`src/crs_pkg.sv`:
```
// shared types and constants for the circle row order search
package crs_pkg;

  localparam int MAX_CIRCLES_DEF = 8;
  localparam int RADIUS_BITS_DEF = 10;
  localparam int FRAC_BITS_DEF   = 8;

  localparam int OUT_LEN_W = 22;
  localparam int POS_W     = 3;
  localparam int NUM_W     = 4;

  typedef enum logic [3:0] {
    S_LOAD,
    S_PRE_MUL,
    S_PRE_SQRT,
    S_PRE_WR,
    S_INIT,
    S_SWAP,
    S_PC_RD,
    S_PC_ACC,
    S_CHECK,
    S_MEAS,
    S_MEAS_CMP,
    S_NEXT,
    S_EMIT,
    S_HOLD
  } state_e;

  typedef struct packed {
    logic ld;
    logic sq_start;
    logic pre_wr;
    logic init;
    logic swap;
    logic pc_rd;
    logic pc_acc;
    logic check;
    logic meas;
    logic meas_cmp;
    logic nxt;
    logic emit;
    logic done;
  } cmd_t;

  typedef struct packed {
    logic go;
    logic sq_done;
    logic pre_last;
    logic pc_none;
    logic pc_last;
    logic fits;
    logic deep_full;
    logic meas_last;
    logic has_next;
    logic at_top;
    logic out_last;
  } sts_t;

endpackage

```
`src/crs_sqrt.sv`:
```
// restoring integer square root, one result bit per cycle, rounds down
module crs_sqrt import crs_pkg::*; #(
  parameter int SW = 19
) (
  input  logic            clk_i,
  input  logic            rst_ni,
  input  logic            start_i,
  input  logic [2*SW-1:0] op_i,
  output logic            done_o,
  output logic [SW-1:0]   root_o
);

  localparam int CNT_W = $clog2(SW + 1);

  logic              busy_q;
  logic [CNT_W-1:0]  cnt_q;
  logic              done_q;
  logic [2*SW-1:0]   op_q;
  logic [SW:0]       rem_q;
  logic [SW-1:0]     root_q;
  logic [SW+2:0]     rem_sh;
  logic [SW+2:0]     test;
  logic              take;

  assign rem_sh = {rem_q, op_q[2*SW-1 -: 2]};
  assign test   = (SW + 3)'({root_q, 2'b01});
  assign take   = rem_sh >= test;

  always_ff @(posedge clk_i or negedge rst_ni) begin
    if (!rst_ni) begin
      busy_q <= 1'b0;
      cnt_q  <= '0;
      done_q <= 1'b0;
    end else begin
      done_q <= 1'b0;
      if (start_i) begin
        busy_q <= 1'b1;
        cnt_q  <= '0;
      end else if (busy_q) begin
        cnt_q <= cnt_q + CNT_W'(1);
        if (cnt_q == CNT_W'(SW - 1)) begin
          busy_q <= 1'b0;
          done_q <= 1'b1;
        end
      end
    end
  end

  always_ff @(posedge clk_i) begin
    if (start_i) begin
      op_q   <= op_i;
      rem_q  <= '0;
      root_q <= '0;
    end else if (busy_q) begin
      op_q <= op_q << 2;
      if (take) begin
        rem_q  <= rem_sh[SW:0] - test[SW:0];
        root_q <= {root_q[SW-2:0], 1'b1};
      end else begin
        rem_q  <= rem_sh[SW:0];
        root_q <= {root_q[SW-2:0], 1'b0};
      end
    end
  end

  assign done_o = done_q;
  assign root_o = root_q;

endmodule

```
`src/crs_ctrl.sv`:
```
// search controller: load, offset table fill, backtracking walk, result emission
module crs_ctrl import crs_pkg::*; (
  input  logic clk_i,
  input  logic rst_ni,
  input  logic s_valid_i,
  output logic s_ready_o,
  output logic m_valid_o,
  input  logic m_ready_i,
  input  sts_t sts_i,
  output cmd_t cmd_o
);

  state_e state_q, state_d;

  always_ff @(posedge clk_i or negedge rst_ni) begin
    if (!rst_ni) begin
      state_q <= S_LOAD;
    end else begin
      state_q <= state_d;
    end
  end

  always_comb begin
    state_d   = state_q;
    cmd_o     = '0;
    s_ready_o = 1'b0;
    m_valid_o = 1'b0;
    case (state_q)
      S_LOAD: begin
        s_ready_o = 1'b1;
        cmd_o.ld  = s_valid_i;
        if (s_valid_i && sts_i.go) state_d = S_PRE_MUL;
      end
      S_PRE_MUL: begin
        cmd_o.sq_start = 1'b1;
        state_d = S_PRE_SQRT;
      end
      S_PRE_SQRT: begin
        if (sts_i.sq_done) state_d = S_PRE_WR;
      end
      S_PRE_WR: begin
        cmd_o.pre_wr = 1'b1;
        state_d = sts_i.pre_last ? S_INIT : S_PRE_MUL;
      end
      S_INIT: begin
        cmd_o.init = 1'b1;
        state_d = S_SWAP;
      end
      S_SWAP: begin
        cmd_o.swap = 1'b1;
        state_d = sts_i.pc_none ? S_CHECK : S_PC_RD;
      end
      S_PC_RD: begin
        cmd_o.pc_rd = 1'b1;
        state_d = S_PC_ACC;
      end
      S_PC_ACC: begin
        cmd_o.pc_acc = 1'b1;
        state_d = sts_i.pc_last ? S_CHECK : S_PC_RD;
      end
      S_CHECK: begin
        cmd_o.check = 1'b1;
        if (!sts_i.fits) state_d = S_NEXT;
        else if (sts_i.deep_full) state_d = S_MEAS;
        else state_d = S_SWAP;
      end
      S_MEAS: begin
        cmd_o.meas = 1'b1;
        if (sts_i.meas_last) state_d = S_MEAS_CMP;
      end
      S_MEAS_CMP: begin
        cmd_o.meas_cmp = 1'b1;
        state_d = S_NEXT;
      end
      S_NEXT: begin
        cmd_o.nxt = 1'b1;
        if (sts_i.has_next) state_d = S_SWAP;
        else if (sts_i.at_top) state_d = S_EMIT;
      end
      S_EMIT: begin
        cmd_o.emit = 1'b1;
        state_d = S_HOLD;
      end
      S_HOLD: begin
        m_valid_o = 1'b1;
        if (m_ready_i) begin
          if (sts_i.out_last) begin
            cmd_o.done = 1'b1;
            state_d = S_LOAD;
          end else begin
            state_d = S_EMIT;
          end
        end
      end
      default: state_d = S_LOAD;
    endcase
  end

endmodule

```
`src/crs_dp.sv`:
```
// search datapath: radii, offset table, permutation stack, centers, best ordering
module crs_dp import crs_pkg::*; #(
  parameter int MAX_CIRCLES = MAX_CIRCLES_DEF,
  parameter int RADIUS_BITS = RADIUS_BITS_DEF,
  parameter int FRAC_BITS   = FRAC_BITS_DEF
) (
  input  logic                   clk_i,
  input  logic                   rst_ni,
  input  cmd_t                   cmd_i,
  output sts_t                   sts_o,
  input  logic [RADIUS_BITS-1:0] radius_i,
  input  logic                   is_last_i,
  output logic [OUT_LEN_W-1:0]   best_length_o,
  output logic [POS_W-1:0]       position_o,
  output logic [NUM_W-1:0]       circle_number_o,
  output logic                   last_o
);

  localparam int R     = RADIUS_BITS;
  localparam int F     = FRAC_BITS;
  localparam int IDX_W = (MAX_CIRCLES > 1) ? $clog2(MAX_CIRCLES) : 1;
  localparam int CNT_W = $clog2(MAX_CIRCLES + 1);
  localparam int SW    = R + F + 1;
  localparam int VW    = 2 * SW;
  localparam int CW    = SW + IDX_W;
  localparam int LW    = CW + 1;
  localparam int RF_W  = R + F;
  localparam int AW    = 2 * IDX_W;
  localparam int DEPTH = 1 << AW;
  localparam logic [63:0] LEN_MAX = (64'd1 << OUT_LEN_W) - 64'd1;

  logic [R-1:0]     in_r_q   [MAX_CIRCLES];
  logic [CNT_W-1:0] cnt_q, n_q, k_q, j_q;
  logic [IDX_W-1:0] pa_q, pb_q, p_q;
  logic [SW-1:0]    mem      [DEPTH];
  logic [SW-1:0]    rd_q;
  logic [IDX_W-1:0] perm_q   [MAX_CIRCLES];
  logic [IDX_W-1:0] choice_q [MAX_CIRCLES];
  logic [IDX_W-1:0] bidx_q   [MAX_CIRCLES];
  logic [CW-1:0]    cen_q    [MAX_CIRCLES];
  logic [CW-1:0]    x_q;
  logic             found_q;
  logic [LW-1:0]    best_q;
  logic signed [CW+1:0] lo_q, hi_q;
  logic [MAX_CIRCLES-1:0] matched_q;
  logic [OUT_LEN_W-1:0] len_q;
  logic [POS_W-1:0] pos_q;
  logic [NUM_W-1:0] num_q;
  logic             olast_q;

  logic [IDX_W-1:0] ki, ji, pk, ck;
  logic [CNT_W-1:0] kn;
  logic [RF_W-1:0]  rk_fx, r0_fx, rj_fx;
  logic [LW-1:0]    lhs, span;
  logic [CW-1:0]    cand;
  logic signed [CW+1:0] cs, rs, lv, hv;
  logic [2*R-1:0]   prod;
  logic [VW-1:0]    sq_op;
  logic             sq_done;
  logic [SW-1:0]    root;
  logic [R-1:0]     rb_p;
  logic [IDX_W-1:0] mj;
  logic             mfound;
  logic [63:0]      best64;
  logic             better;

  assign ki    = k_q[IDX_W-1:0];
  assign ji    = j_q[IDX_W-1:0];
  assign kn    = k_q + CNT_W'(1);
  assign pk    = perm_q[ki];
  assign ck    = choice_q[ki];
  assign rk_fx = RF_W'(in_r_q[pk]) << F;
  assign r0_fx = RF_W'(in_r_q[perm_q[0]]) << F;
  assign rj_fx = RF_W'(in_r_q[perm_q[ji]]) << F;
  assign lhs   = LW'(x_q) + LW'(rk_fx) + LW'(r0_fx);
  assign cand  = cen_q[ji] + CW'(rd_q);
  assign cs    = $signed({2'b00, cen_q[ji]});
  assign rs    = $signed((CW + 2)'(rj_fx));
  assign lv    = cs - rs;
  assign hv    = cs + rs;
  assign span  = LW'(hi_q - lo_q);
  assign better = !found_q || (span < best_q);

  // tangent offset operand: 4*ra*rb scaled by two fraction shifts
  assign prod  = (2 * R)'(in_r_q[pa_q]) * (2 * R)'(in_r_q[pb_q]);
  assign sq_op = VW'(prod) << (2 + 2 * F);

  crs_sqrt #(.SW(SW)) u_sqrt (
    .clk_i   (clk_i),
    .rst_ni  (rst_ni),
    .start_i (cmd_i.sq_start),
    .op_i    (sq_op),
    .done_o  (sq_done),
    .root_o  (root)
  );

  // first unused input whose radius equals the best ordering's radius here
  always_comb begin
    rb_p   = in_r_q[bidx_q[p_q]];
    mj     = '0;
    mfound = 1'b0;
    for (int i = 0; i < MAX_CIRCLES; i++) begin
      if (!mfound && (CNT_W'(i) < n_q) && !matched_q[i] && (in_r_q[i] == rb_p)) begin
        mfound = 1'b1;
        mj     = IDX_W'(i);
      end
    end
  end

  assign best64 = 64'(best_q);

  always_comb begin
    sts_o           = '0;
    sts_o.go        = is_last_i || (cnt_q + CNT_W'(1) == CNT_W'(MAX_CIRCLES));
    sts_o.sq_done   = sq_done;
    sts_o.pre_last  = (CNT_W'(pa_q) + CNT_W'(1) == n_q) && (CNT_W'(pb_q) + CNT_W'(1) == n_q);
    sts_o.pc_none   = (k_q == '0);
    sts_o.pc_last   = (j_q + CNT_W'(1) == k_q);
    sts_o.fits      = !found_q || (lhs < best_q);
    sts_o.deep_full = (kn == n_q);
    sts_o.meas_last = (j_q + CNT_W'(1) == n_q);
    sts_o.has_next  = (CNT_W'(ck) + CNT_W'(1) < n_q);
    sts_o.at_top    = (k_q == '0);
    sts_o.out_last  = olast_q;
  end

  // control state
  always_ff @(posedge clk_i or negedge rst_ni) begin
    if (!rst_ni) begin
      cnt_q     <= '0;
      n_q       <= '0;
      k_q       <= '0;
      j_q       <= '0;
      pa_q      <= '0;
      pb_q      <= '0;
      p_q       <= '0;
      found_q   <= 1'b0;
      matched_q <= '0;
      for (int i = 0; i < MAX_CIRCLES; i++) begin
        perm_q[i]   <= '0;
        choice_q[i] <= '0;
      end
    end else begin
      if (cmd_i.ld) begin
        cnt_q <= cnt_q + CNT_W'(1);
        if (sts_o.go) begin
          n_q  <= cnt_q + CNT_W'(1);
          pa_q <= '0;
          pb_q <= '0;
        end
      end
      if (cmd_i.pre_wr) begin
        if (CNT_W'(pb_q) + CNT_W'(1) == n_q) begin
          pb_q <= '0;
          pa_q <= pa_q + IDX_W'(1);
        end else begin
          pb_q <= pb_q + IDX_W'(1);
        end
      end
      if (cmd_i.init) begin
        for (int i = 0; i < MAX_CIRCLES; i++) perm_q[i] <= IDX_W'(i);
        choice_q[0] <= '0;
        found_q     <= 1'b0;
        k_q         <= '0;
        p_q         <= '0;
        matched_q   <= '0;
      end
      if (cmd_i.swap) begin
        perm_q[ki] <= perm_q[ck];
        perm_q[ck] <= perm_q[ki];
        j_q        <= '0;
      end
      if (cmd_i.pc_acc || cmd_i.meas) j_q <= j_q + CNT_W'(1);
      if (cmd_i.check && sts_o.fits) begin
        j_q <= '0;
        if (!sts_o.deep_full) begin
          k_q <= kn;
          choice_q[kn[IDX_W-1:0]] <= kn[IDX_W-1:0];
        end
      end
      if (cmd_i.meas_cmp && better) found_q <= 1'b1;
      if (cmd_i.nxt) begin
        perm_q[ki] <= perm_q[ck];
        perm_q[ck] <= perm_q[ki];
        if (sts_o.has_next) begin
          choice_q[ki] <= ck + IDX_W'(1);
        end else begin
          choice_q[ki] <= '0;
          if (k_q != '0) k_q <= k_q - CNT_W'(1);
        end
      end
      if (cmd_i.emit) begin
        matched_q[mj] <= 1'b1;
        p_q           <= p_q + IDX_W'(1);
      end
      if (cmd_i.done) begin
        cnt_q     <= '0;
        matched_q <= '0;
      end
    end
  end

  // offset table
  always_ff @(posedge clk_i) begin
    if (cmd_i.pre_wr) mem[{pa_q, pb_q}] <= root;
    if (cmd_i.pc_rd) rd_q <= mem[{pk, perm_q[ji]}];
  end

  // payload
  always_ff @(posedge clk_i) begin
    if (cmd_i.ld) in_r_q[cnt_q[IDX_W-1:0]] <= radius_i;
    if (cmd_i.swap) x_q <= '0;
    if (cmd_i.pc_acc && (cand > x_q)) x_q <= cand;
    if (cmd_i.check && sts_o.fits) cen_q[ki] <= x_q;
    if (cmd_i.meas) begin
      if (j_q == '0 || lv < lo_q) lo_q <= lv;
      if (j_q == '0 || hv > hi_q) hi_q <= hv;
    end
    if (cmd_i.meas_cmp && better) begin
      best_q <= span;
      for (int i = 0; i < MAX_CIRCLES; i++) bidx_q[i] <= perm_q[i];
    end
    if (cmd_i.emit) begin
      len_q   <= (best64 > LEN_MAX) ? '1 : best64[OUT_LEN_W-1:0];
      pos_q   <= POS_W'(p_q);
      num_q   <= NUM_W'(mj) + NUM_W'(1);
      olast_q <= (CNT_W'(p_q) + CNT_W'(1) == n_q);
    end
  end

  assign best_length_o   = len_q;
  assign position_o      = pos_q;
  assign circle_number_o = num_q;
  assign last_o          = olast_q;

endmodule

```
`src/circle_row_order_search.sv`:
```
// top level of the circle row order search
// flow: radii load one item per cycle while in the load state; after the closing item
// the offset table gets one root per radius pair (square root one bit a cycle, SW =
// RADIUS_BITS+FRAC_BITS+1); the walk swaps, adds an offset per earlier circle placed and
// checks the fit at each node; results leave one at a time, each held until taken
// reset: asynchronous active low, clears the count, flags, stack and controller state
module circle_row_order_search import crs_pkg::*; #(
  parameter int MAX_CIRCLES = MAX_CIRCLES_DEF,
  parameter int RADIUS_BITS = RADIUS_BITS_DEF,
  parameter int FRAC_BITS   = FRAC_BITS_DEF
) (
  input  logic clk_i,
  input  logic rst_ni,
  // input items: one circle radius each
  input  logic                                 s_axis_tvalid,
  output logic                                 s_axis_tready,
  input  logic [((RADIUS_BITS+7)/8)*8-1:0]     s_axis_tdata,  // radius
  input  logic                                 s_axis_tlast,  // is_last
  // result items: one per position of the best ordering
  output logic                                 m_axis_tvalid,
  input  logic                                 m_axis_tready,
  output logic [31:0] m_axis_tdata,  // best_length[21:0], position[24:22], circle_number[28:25]
  output logic                                 m_axis_tlast   // last
);

  cmd_t cmd;
  sts_t sts;
  logic [OUT_LEN_W-1:0] best_length;
  logic [POS_W-1:0]     position;
  logic [NUM_W-1:0]     circle_number;

  // controller owns the handshakes, datapath holds all arithmetic
  crs_ctrl u_ctrl (
    .clk_i     (clk_i),
    .rst_ni    (rst_ni),
    .s_valid_i (s_axis_tvalid),
    .s_ready_o (s_axis_tready),
    .m_valid_o (m_axis_tvalid),
    .m_ready_i (m_axis_tready),
    .sts_i     (sts),
    .cmd_o     (cmd)
  );

  crs_dp #(
    .MAX_CIRCLES (MAX_CIRCLES),
    .RADIUS_BITS (RADIUS_BITS),
    .FRAC_BITS   (FRAC_BITS)
  ) u_dp (
    .clk_i           (clk_i),
    .rst_ni          (rst_ni),
    .cmd_i           (cmd),
    .sts_o           (sts),
    .radius_i        (s_axis_tdata[RADIUS_BITS-1:0]),
    .is_last_i       (s_axis_tlast),
    .best_length_o   (best_length),
    .position_o      (position),
    .circle_number_o (circle_number),
    .last_o          (m_axis_tlast)
  );

  // pack result fields lowest first, pad to whole bytes
  assign m_axis_tdata = {3'b000, circle_number, position, best_length};

endmodule

```
`config.mk`:
```
export PLATFORM = sky130hd
export DESIGN_NAME = circle_row_order_search
export DESIGN_NICKNAME = d
export VERILOG_FILES = /design/src/crs_pkg.sv /design/src/crs_sqrt.sv /design/src/crs_ctrl.sv /design/src/crs_dp.sv /design/src/circle_row_order_search.sv
export SDC_FILE = /design/constraint.sdc
export NUM_CORES = 2
export LEC_CHECK = 0
export BUFFER_PORTS_ARGS = -buffer_cell sky130_fd_sc_hd__buf_2
export CORE_MARGIN = 4
export CORE_UTILIZATION = 40
export CTS_CLUSTER_DIAMETER = 30
export CTS_CLUSTER_SIZE = 8
export DETAILED_ROUTE_END_ITERATION = 10
export PLACE_DENSITY = 0.66
export SLEW_MARGIN = 15
export SYNTH_ARGS = -nofsm -noshare
export SYNTH_HDL_FRONTEND = slang
export SYNTH_SLANG_ARGS = --single-unit
```
`constraint.sdc`:
```
create_clock -name clk_i -period 26.8 [get_ports clk_i]
set_input_delay 5.36 -clock clk_i [delete_from_list [all_inputs] [get_ports clk_i]]
set_output_delay 5.36 -clock clk_i [all_outputs]
set_load 0.01 [all_outputs]
```
==> out/results.txt <==
Post-synthesis register bit count = 1788
Die ar. = 222000 µm²
Final hold violations = 0
Root Buffer Master = clkbuf_16
Worst path max stage delay = 0.89 ns
Slew Limit Fails = 0
Tot GR Track Use = 21.2%
Chip height = 471 µm
Outcome = finished, final reports clean
Vias in the first global route = 58700
Routed len/inst = 23.1 µm
WP data arrival = 10.53 ns
Routed vias/inst = 5.73
Remaining global-route overflow = 0
Number of DRC markers in iteration 0 = 6863
Synth Area in Adders = 5.76%
Inst Count DP = 9851
CTS tree = yes
Post-route DRC = 0
Global-route wire length before repair = 363000 µm
Post-CTS sizing = 0
Most used cell, CP = a21o_1
Starting Density = 40.4%
Fin nets = 7762
IO Count = 56
FP Rows = 169
Largest net degree at the start of global routing = 185
Final period util = 37.4%
Core Region = 213000 µm²
CTS Buf Count = 360
Commonest non-fill, non-tap cell in the layout = edfxtp_1
Fmax = 99.9 MHz
Maxcap violations = 0
DP Worst Slack = 16.94 ns
Clk Latency, worst-skew pair = 0.94 ns
Post-synthesis sequential area ratio = 61.5%
Final setup vio count = 0
Syn Area/Cell = 11.8 µm²
HPWL after DPL = 143000 µm
CTS Buffer Depth = 4
Final wirelength = 242000 µm
Share of layout cells above drive strength 1 = 13.1%
Relative slew margins = 19.6%
GP Congestion = 0.928
Worst Max-Slew Pin Slew = 1.21 ns
Mux cell area share after synthesis = 4.23%
Finished Layout Cells = 10500
Syn Inst Count = 7253
Kind of critical path = reg2reg
Slack of the critical path = 16.79 ns
First-pass DRT Iterations = 6
Layout area overhead = 17.5%
Main combinational cell family by area after synthesis = simple AND/OR/NAND/NOR gates
Setup Buffers After CTS = 0
CP endpoint kind = flip-flop
Synth Area in Compound Gates = 7.68%
Worst-path clk slew = 0.04 ns
IO Port Bufs = 46
Setup TNS = 0 ns
Clock sink total = 1788
Post-synth EDFFs = 1656
Worst min-delay path category = reg2reg
Vias = 60000
Yosys Warn Count = 0
Worst-path maximum fanout = 70
Remaining antenna violation count = 0
Most frequent cells in the layout = edfxtp_1 (1656), nand2_1 (1626), nand3_1 (711), clkbuf_16 (366), inv_1 (282)
CP max-delay cell = dfrtp_1
Primary FF master, synth = edfxtp_1
Die W = 471 µm
Yosys cell types = 84
Startpoint types = flip-flop
Hold Worst Slack = 0.492 ns
Post-layout min period = 10.01 ns
Post-synth ARST share = 5.20%
RSZ-0062 raised after global routing = no
Post-Synth XOR/XNOR Area = 2.22%
Post-Syn Area = 85800 µm²
Initial antenna violation count = 15
CTS H-tree depth = 5
Worst Clk Skew = 0.0938 ns
Hold buffers post-CTS = 0
Synth Area in Simple Gates = 15.4%
CP required = 27.32 ns
## cells by family (layout without fill, tap and decap cells)
family	Yosys count	count (layout)
fa+ha+maj	349	349
compound gates	946	946
buf+inv	710	1101
other cells	1	5
mux	220	220
flops	1788	1788
simple gates	3021	3021
xor+xnor	218	218
## synthesized netlist by cell type (7+ instances only)
master	count	area [µm²]
clkbuf_1	348	1310
mux4_2	98	2210
and3_1	116	726
o21a_1	21	158
nand4_1	40	250
o31a_1	8	70.1
or3_1	22	138
ha_1	272	3400
a21boi_0	9	67.6
nor2b_1	41	257
buf_1	66	248
nor4_1	20	125
dfrtp_1	93	2330
nand3_1	711	3560
dfxtp_1	39	781
o211ai_1	9	67.6
a2bb2oi_1	7	61.3
and2_1	30	188
a21o_1	61	458
o21ai_0	113	566
a311oi_1	191	1670
edfxtp_1	1656	49700
a22o_1	18	158
nor3_1	54	270
nand2b_1	36	225
nand2_1	1626	6100
o22ai_1	40	250
o21bai_1	20	150
a221oi_1	15	131
a211oi_1	38	285
xnor2_1	112	981
a21oi_1	191	956
mux2i_1	53	531
a22oi_1	59	443
mux2i_4	10	225
a31oi_1	74	463
mux2_2	59	664
and4_1	7	61.3
or2_2	12	75.1
fa_1	77	1540
nor2_1	284	1070
inv_1	282	1060
xor2_1	106	928
## through the flow
stage / util, % / cell area, µm²
after floorplan: - / 85900
after global placement: 42.1 / 89600
after detailed placement: 42.1 / 89600
after CTS: 47.4 / 101000
after global routing: 47.4 / 101000
final: 47.4 / 101000
## registers in the layout, indices dropped and copies added, names as in the netlist, 8 cells and up
| register | cells |
|---|---|
| u_dp.choice_q | 24 |
| u_dp.cen_q | 176 |
| u_dp.best_q | 23 |
| u_dp.u_sqrt.root_o | 19 |
| u_dp.in_r_q | 80 |
| u_dp.lo_q | 23 |
| u_dp.perm_q | 24 |
| u_dp.matched_q | 8 |
| u_dp.hi_q | 23 |
| u_dp.mem | 1216 |
| u_dp.x_q | 22 |
| u_dp.u_sqrt.op_q | 20 |
| u_dp.rd_q | 19 |
| u_dp.bidx_q | 24 |
| u_dp.best_length_o | 22 |
| u_dp.u_sqrt.rem_q | 20 |
## cell type report
| type | instances | area (µm²) |
|---|---|---|
| Timing Repair Buffer | 198 | 1440 |
| Clock inverter | 191 | 1890 |
| Multi-Input combinational cell | 4757 | 30700 |
| Clock buffer | 425 | 9400 |
| Sequential cell | 1788 | 52900 |
| Fill cell | 18600 | 112000 |
| Tap cell | 2821 | 3530 |
| Antenna cell | 2 | 5.00 |
| Inverter | 287 | 1080 |
## worst paths after layout
check                                       start           endpoint  slack, ns  depth (start not counted)
worst max-delay path                  u_dp.k_q[1]  u_dp.cen_q[4][15]      16.79                         34
worst min-delay path            u_dp.choice_q[19]  u_dp.choice_q[19]       0.49                          1
worst max register to register        u_dp.k_q[1]  u_dp.cen_q[4][15]      16.79                         34
worst min register to register  u_dp.choice_q[19]  u_dp.choice_q[19]       0.49                          1
max in group asynchronous                  rst_ni  u_dp.matched_q[3]      21.07                          2
min in group asynchronous                  rst_ni   u_dp.choice_q[9]       4.46                          1
## critical path: cells and delay by family (launching register included)
family	cells	cell delay, ns
AND/OR/NAND/NOR	13	2.70
AO/OA/AOI/OAI	13	2.41
buffers and inverters	3	1.97
adder cells (fa/ha/maj)	4	1.45
flip-flops	1	0.89
XOR/XNOR	1	0.16
## routing by layer
layer	global-route usage (%)	up-vias	share of wire, %
met3	4.55	550	9.0
met5	0	-	0.015
li1	-	26900	-
met2	34.0	2858	47
met1	28.2	29700	40
met4	8.27	8	3.7
Power is left out: the tool's default activity adds up to more than one toggle a clock period on the data nets, which glitch-free logic cannot reach.
